File: src/rtl/spd_pkg.sv
// Shared constants and types for the shortest path core.
// Used by the channel interfaces, the front end, the search engine and the top level.
package spd_pkg;

  localparam int unsigned MaxNodesDef = 64;
  localparam int unsigned CostBitsDef = 16;
  localparam int unsigned NodeW       = 6;
  localparam int unsigned CostInW     = 16;
  localparam int unsigned NumNodesW   = 7;
  localparam int unsigned QueueDepth  = 2;
  localparam int unsigned ApbAddrW    = 3;
  localparam int unsigned ApbDataW    = 32;

  localparam logic OpEdge  = 1'b0;
  localparam logic OpQuery = 1'b1;

  localparam logic [ApbAddrW-1:0] RegNumNodes = '0;

  // One classified command from the front end. For an edge node_a is the lower
  // endpoint and node_b the higher; for a query they are the start and end nodes.
  typedef struct packed {
    logic               is_query;
    logic [NodeW-1:0]   node_a;
    logic [NodeW-1:0]   node_b;
    logic [CostInW-1:0] cost;
  } spd_cmd_t;

endpackage

File: src/rtl/spd_stream_if.sv
// Valid/ready channel interfaces for command items and path results.
// Depends on spd_pkg for the field widths.
interface spd_in_if;
  logic                        valid;
  logic                        ready;
  logic                        opcode;
  logic [spd_pkg::NodeW-1:0]   edge_from;
  logic [spd_pkg::NodeW-1:0]   edge_to;
  logic [spd_pkg::CostInW-1:0] edge_cost;
  logic [spd_pkg::NodeW-1:0]   path_start;
  logic [spd_pkg::NodeW-1:0]   path_end;

  modport source (output valid, opcode, edge_from, edge_to, edge_cost, path_start, path_end,
                  input ready);
  modport sink (input valid, opcode, edge_from, edge_to, edge_cost, path_start, path_end,
                output ready);
endinterface


File: src/rtl/spd_front.sv
// Front end: takes command items, drops out-of-range edges, orders edge endpoints
// and holds classified commands in a short queue. Depends on spd_pkg, spd_in_if.
module spd_front (
  input  logic                              clk_i,
  input  logic                              rst_ni,
  spd_in_if.sink                            item_i,
  input  logic [spd_pkg::NumNodesW-1:0]     num_nodes_i,
  input  logic                              clear_busy_i,
  output logic                              cmd_valid_o,
  output spd_pkg::spd_cmd_t                 cmd_o,
  input  logic                              cmd_ready_i
);

  localparam int unsigned Depth = spd_pkg::QueueDepth;
  localparam int unsigned PtrW  = (Depth > 1) ? $clog2(Depth) : 1;
  localparam int unsigned CntW  = $clog2(Depth + 1);
  localparam int unsigned N7    = spd_pkg::NumNodesW;

  spd_pkg::spd_cmd_t q_mem [Depth];
  logic [PtrW-1:0]   wr_ptr_q, wr_ptr_d, rd_ptr_q, rd_ptr_d;
  logic [CntW-1:0]   cnt_q, cnt_d;
  logic              accept, push, pop, edge_ok;
  spd_pkg::spd_cmd_t entry;

  assign item_i.ready = (cnt_q != CntW'(Depth)) && !clear_busy_i;
  assign accept       = item_i.valid && item_i.ready;
  assign edge_ok      = (N7'(item_i.edge_from) < num_nodes_i) &&
                        (N7'(item_i.edge_to) < num_nodes_i);
  assign push         = accept && ((item_i.opcode == spd_pkg::OpQuery) || edge_ok);
  assign cmd_valid_o  = (cnt_q != '0);
  assign cmd_o        = q_mem[rd_ptr_q];
  assign pop          = cmd_valid_o && cmd_ready_i;

  always_comb begin
    entry.is_query = (item_i.opcode == spd_pkg::OpQuery);
    entry.cost     = item_i.edge_cost;
    if (entry.is_query) begin
      entry.node_a = item_i.path_start;
      entry.node_b = item_i.path_end;
    end else if (item_i.edge_from < item_i.edge_to) begin
      entry.node_a = item_i.edge_from;
      entry.node_b = item_i.edge_to;
    end else begin
      entry.node_a = item_i.edge_to;
      entry.node_b = item_i.edge_from;
    end
  end

  always_comb begin
    wr_ptr_d = wr_ptr_q;
    rd_ptr_d = rd_ptr_q;
    cnt_d    = cnt_q;
    if (push) begin
      wr_ptr_d = (wr_ptr_q == PtrW'(Depth - 1)) ? '0 : PtrW'(wr_ptr_q + 1'b1);
    end
    if (pop) begin
      rd_ptr_d = (rd_ptr_q == PtrW'(Depth - 1)) ? '0 : PtrW'(rd_ptr_q + 1'b1);
    end
    if (push && !pop) begin
      cnt_d = CntW'(cnt_q + 1'b1);
    end else if (pop && !push) begin
      cnt_d = CntW'(cnt_q - 1'b1);
    end
  end

  always_ff @(posedge clk_i or negedge rst_ni) begin
    if (!rst_ni) begin
      wr_ptr_q <= '0;
      rd_ptr_q <= '0;
      cnt_q    <= '0;
    end else begin
      wr_ptr_q <= wr_ptr_d;
      rd_ptr_q <= rd_ptr_d;
      cnt_q    <= cnt_d;
    end
  end

  always_ff @(posedge clk_i) begin
    if (push) begin
      q_mem[wr_ptr_q] <= entry;
    end
  end

endmodule

File: src/flat_wrapper.sv
// flat-port wrapper written by rule: the top's interface ports become plain ports
module spd_front_flat 
  (clk_i, rst_ni, num_nodes_i, clear_busy_i, cmd_valid_o, cmd_o, cmd_ready_i, item_i_valid, item_i_opcode, item_i_edge_from, item_i_edge_to, item_i_edge_cost, item_i_path_start, item_i_path_end, item_i_ready);
  spd_in_if item_i_i ();
  input  logic clk_i;
  input  logic rst_ni;
  input  logic [spd_pkg::NumNodesW-1:0] num_nodes_i;
  input  logic clear_busy_i;
  output logic cmd_valid_o;
  output spd_pkg::spd_cmd_t cmd_o;
  input  logic cmd_ready_i;
  input wire logic [$bits(item_i_i.valid)-1:0] item_i_valid;
  input wire logic [$bits(item_i_i.opcode)-1:0] item_i_opcode;
  input wire logic [$bits(item_i_i.edge_from)-1:0] item_i_edge_from;
  input wire logic [$bits(item_i_i.edge_to)-1:0] item_i_edge_to;
  input wire logic [$bits(item_i_i.edge_cost)-1:0] item_i_edge_cost;
  input wire logic [$bits(item_i_i.path_start)-1:0] item_i_path_start;
  input wire logic [$bits(item_i_i.path_end)-1:0] item_i_path_end;
  output wire logic [$bits(item_i_i.ready)-1:0] item_i_ready;
  assign item_i_i.valid = item_i_valid;
  assign item_i_i.opcode = item_i_opcode;
  assign item_i_i.edge_from = item_i_edge_from;
  assign item_i_i.edge_to = item_i_edge_to;
  assign item_i_i.edge_cost = item_i_edge_cost;
  assign item_i_i.path_start = item_i_path_start;
  assign item_i_i.path_end = item_i_path_end;
  assign item_i_ready = item_i_i.ready;
  spd_front u_core (.clk_i(clk_i), .rst_ni(rst_ni), .item_i(item_i_i), .num_nodes_i(num_nodes_i), .clear_busy_i(clear_busy_i), .cmd_valid_o(cmd_valid_o), .cmd_o(cmd_o), .cmd_ready_i(cmd_ready_i));
endmodule
File: config.mk
export PLATFORM = sky130hd
export DESIGN_NAME = spd_front_flat
export DESIGN_NICKNAME = d
export VERILOG_FILES = /design/src/rtl/spd_pkg.sv /design/src/rtl/spd_stream_if.sv /design/src/rtl/spd_front.sv /design/src/flat_wrapper.sv
export SDC_FILE = /design/constraint.sdc
export NUM_CORES = 1
export LEC_CHECK = 0
export ABC_AREA = 1
export BUFFER_PORTS_ARGS = -buffer_cell sky130_fd_sc_hd__buf_2
export CAP_MARGIN = 30
export CORE_MARGIN = 5
export CORE_UTILIZATION = 55
export DETAILED_ROUTE_END_ITERATION = 12
export PLACE_DENSITY = 0.86
export SLEW_MARGIN = 20
export SYNTH_ARGS = -nofsm -noshare
export SYNTH_HDL_FRONTEND = slang
export SYNTH_SLANG_ARGS = --single-unit
File: constraint.sdc
create_clock -name clk_i -period 4.6 [get_ports clk_i]
set_clock_uncertainty 0.15 [all_clocks]
set_input_delay 0.46 -clock clk_i [delete_from_list [all_inputs] [get_ports clk_i]]
set_output_delay 0.46 -clock clk_i [all_outputs]
set_load 0.03 [all_outputs]
### Word level (Yosys, flattened, before mapping)

Memories as Yosys holds them, arrays and structs flattened.
Index checks and enable logic that the tools add are counted.

| word-level totals | value |
|---|---|
| memory bits (writable) | 58 |
| memories | 1 |
| word-level logic and storage cells | 33 |
| register bits after elaboration | 4 |
| output and inout bits | 31 |

Memory list:

| memory | depth | bits a word | read ports | clocked after Yosys merged registers in | write ports | RTL line | text |
|---|---|---|---|---|---|---|---|
| u_core.q_mem | 2 | 29 | 1 | 0 | 1 | spd_front.sv:19 | `spd_pkg::spd_cmd_t q_mem [Depth];` |

| cells by class | value |
|---|---|
| multiplexer cells | 8 |
| $lt $le $gt $ge | 3 |
| eq/ne operators | 1 |
| reduce and logical (&&, ||, !) cells | 13 |
| $add $sub $neg | 4 |

Operators by type and width:

| cell | count |
|---|---|
| 12-bit 2-to-1 mux | 2 |
| 6-bit by 7-bit < comparator with 1-bit output | 2 |
| 1-bit logical AND | 7 |
| 6-bit < comparator | 1 |
| 1-bit 2-to-1 mux | 4 |
| 2-bit 2-to-1 mux | 2 |
| 2-bit nonzero test | 2 |
| 1-bit zero test | 3 |
| 1-bit adder (second input constant) | 2 |
| 2-bit by 1-bit adder with 2-bit output (second input constant) | 1 |
| 2-bit != test (second input constant) | 1 |
| 2-bit by 1-bit subtractor with 2-bit output (second input constant) | 1 |
| 1-bit logical OR | 1 |

### Logic depth before layout (Yosys ltp)

| depth | value |
|---|---|
| word-level depth | 8 |
| gate-level depth with buffers | 15 |

### Worst setup path after synthesis

No wires, ideal clock.

| timing path | value |
|---|---|
| path kind | input to register |
| start | input port clear_busy_i |
| end | memory u_core.q_mem[1][0] (netlist name) (enable) |
| path slack | 1.509 ns |
| data required time | 4.035 ns |
| arrival time | 2.526 ns |
| path buffers | 0 |
| cell stages on the path | 4 |
| cells stage by stage | a21oi_1 > and2_1 > nand2_1 > nor2_1 |

| on the way | value |
|---|---|
| word-level cells in the longest chain between the ends | 6 |

RTL lines:

| what | RTL line | text |
|---|---|---|
| start: declaration | flat_wrapper.sv:8 | `input logic clear_busy_i;` |
| 1-bit zero test | spd_front.sv:25 | `assign item_i.ready = (cnt_q != CntW'(Depth)) && !clear_busy_i;` |
| 1-bit logical AND | spd_front.sv:25 |  |
| 1-bit logical AND | spd_front.sv:26 | `assign accept = item_i.valid && item_i.ready;` |
| 1-bit logical AND | spd_front.sv:29 | `assign push = accept && ((item_i.opcode == spd_pkg::OpQuery) \|\| edge_ok);` |
| 1-bit 2-to-1 mux | spd_front.sv:79 | `if (push) begin` |
| 1-bit 2-to-1 mux (not written as such) | spd_front.sv:80 | `q_mem[wr_ptr_q] <= entry;` |
| end: declaration | spd_front.sv:19 |  |

Every way passes these cells.

==> results.md <==
- Post-layout min period: around 2700 ps
- Cells after DPL: 466
- I/O pin cnt: 84
- Clock buffer depth: 2
- Critical-path cell list: buf_4, inv_1, nand2_1, nand2_1, buf_2
- Multi-input gate area: 1130 sq um
- Vias/cell: about 4.8
- Reg area: 1840 sq um
- Syn Std Cell Area: 3160 sq um
- Top_reg_cell synth: edfxtp_1
- Die ar.: between 7000 and 8000 sq um
- Routability cong.: 0.815
- Crit. End Element: output pin
- Post-DP HPWL: about 4600 um
- Async set or reset register ratio after synthesis: 6.45%
- Hold endpoint: u_core.q_mem[1][10]
- Critical Path AT: 2050 ps
- Placed cell area: approximately 3600 sq um
- Area delta synth->final: 21.9%
- Top-count cell post-synth: nand2_1
- #FFs+latches synth: 62
- Final hold viol count: 0
- Worst path max stage delay: 690 ps
- Overall power: 1.99 mW
- Grt ovf: 0
- Routed WL: 6030 um
- Final worst path period share: between 50 and 60%
- Final Max Tran Viols: 0
- Clk slew on worst S/H paths: 70 ps
- Max-slew headroom: 39.7%
- HP Start: item_i_edge_cost[10]
- Synth cell count leaders: 130 x nand2_1, 58 x edfxtp_1, 25 x inv_1, 21 x nand2_2
- Yosys top cell area share: 55.2%
- Clock sink total: 62
- Top cell by count, worst path: nand2_1
- Leakage: 1.87 nW
- Reg-to-reg critical path startpoint: u_core.cnt_q[0]
- Post-route cell area: 3850 sq um
- Power per cell area: slightly above 500 nW/um^2
- Setup slack after layout: just under 2000 ps
- RSZ-0062 raised after global routing: false
- Fin util: 69.5%
- Slowest stage cell, crit path: inv_1
- Hold/Removal Path Class: in -> reg
- Crit path max fanout: 30
- # DRC: 0
- Total CTS buffers: 9
- DIE WIDTH: roughly 86 um
- Vias in the first global route: approximately 2,400
- Die Ht: approximately 86 um
- Syn. warnings: 0
- Syn Nets: between 300 and 400
- Max frequency: 376 MHz
- Vias: 2,338
- Diodes inserted: 0
- Max-Cap Viols: 0
- Number of post-CTS setup repair buffers: 0
- Hold slack: 175 ps
- Post-DRT Antenna Nets: 0
- Area contributors post-synth: edfxtp_1 55%, nand2_1 15%, ha_1 6.3%
- FF-to-FF path depth: 6
- Post-synth EDFFs: 58
- Critical Path RT: roughly 4000 ps
- H-tree depth: 3
- Outcome: completed
- Violation count after the first detailed-route iteration: 77
- CTS tree: done
- Worst reg2reg endpoint: u_core.q_mem[0][4]
- Drt wl/cell: between 10 and 15 um
- Worst-Margin Slew: 903 ps
- Peak VDD IR: around 310 uV
- Core area: 5540 sq um
- CP Launch Type: flip-flop
- R2R setup slack: around 2500 ps
- Synth area leader: edfxtp_1
- Final-stage net count: 475
- Total track usage: between 10% and 20%
- Pin count of the biggest net entering global routing: 31
- Syn_area_per_cell: 9.90 sq um
- Library cells used by synthesis: 25
- Clk root buf: clkbuf_8
- Initial antenna violation count: 0
- Final setup viols: 0
- Placement Rows: 27
- First-pass GRT wire length: around 10,000 um
- Hold path cells: 1
- Filler Cell Count: approximately 430
- Number of port buffers: 83
- Sequential area share after synthesis: 58.3%
- Place WS: 1930 ps
- Drt first pass iters: 4
- Finished Layout Cells: 483
- Layout cells sized above 1: 33.6%
- Initial Utilization: 57.0%
- Worst-skew pair later-pin latency: between 300 and 400 ps
- Total Neg Setup Slack: 0 ps
- CP Class: reg -> out
- Synth Instances: 319
## registers in the layout (all words and copies together), names as in the netlist
register         count
u_core.wr_ptr_q      1
u_core.cnt_q         2
u_core.q_mem        58
u_core.rd_ptr_q      1
## kinds of logic after synthesis
| family | after synthesis | synth area share [%] |
|---|---|---|
| AO/OA/AOI/OAI | 11 | 2.18 |
| XOR/XNOR | 3 | 0.832 |
| AND/OR/NAND/NOR | 185 | 26.4 |
| flip-flops | 62 | 58.3 |
| buffers and inverters | 42 | 5.91 |
| adder cells (fa/ha/maj) | 16 | 6.34 |
## where the power goes
part	total [mW]	switching (mW)	internal, mW
Sequential	0.721	0.0195	0.701
Combinational	0.772	0.559	0.213
Clock	0.498	0.194	0.304
Total	1.99	0.772	1.22
## placed cells by master, fill, tap and decap left out, types with 2 or more instances in the layout
cell / synthesis / layout
clkinv_1: 3 / 4
a21oi_1: 6 / 6
clkbuf_8: 1 / 9
dfrtp_1: 4 / 4
bufinv_16: 0 / 2
nand3_2: 10 / 10
xor2_1: 2 / 2
buf_4: 2 / 2
inv_2: 3 / 3
nand2_1: 130 / 130
buf_2: 3 / 83
o21ai_1: 2 / 2
edfxtp_1: 58 / 58
ha_1: 16 / 16
nor2_1: 6 / 5
inv_1: 25 / 25
nand2_2: 21 / 21
clkinv_4: 0 / 2
nand3_1: 16 / 16
## critical path, delay by kind of cell, from the launching register on
family                 cells  cell delay (ps)
AND/OR/NAND/NOR            2              220
flip-flops                 1              360
buffers and inverters      3             1120
## layout make-up
class | count | area share, %
flip-flops and latches | 62 | 47.9
multi-input cells | 215 | 29.4
repair buffers | 87 | 11.8
clock buffers | 10 | 3.32
inverters | 31 | 3.02
well taps | 72 | 2.34
clock inverters | 6 | 2.24
## routing by layer
layer,wire length (um),vias up,GRT usage (%)
met1,2430,1051,19.1
met5,0,-,0
li1,-,1211,-
met2,3140,63,31.9
met3,328,13,2.98
met4,132,0,8.92
## timing repair
item	4_1_cts	5_1_grt
resized for setup	0	0
hold buffers	1	0
endpoints found under the hold margin	4	0
## worst max path at each step
stage	startpoint	endpoint	slack, ps
2_1_floorplan	clear_busy_i	u_core.q_mem[1][0]	1510
3_3_place_gp	item_i_edge_from[5]	u_core.q_mem[0][15]	1860
3_5_place_dp	item_i_edge_from[4]	u_core.q_mem[0][15]	1930
4_1_cts	u_core.rd_ptr_q	cmd_o[18]	1910
5_1_grt	u_core.rd_ptr_q	cmd_o[16]	1750
6_report	u_core.rd_ptr_q	cmd_o[17]	1940
Power figures use the tool's default switching activity.
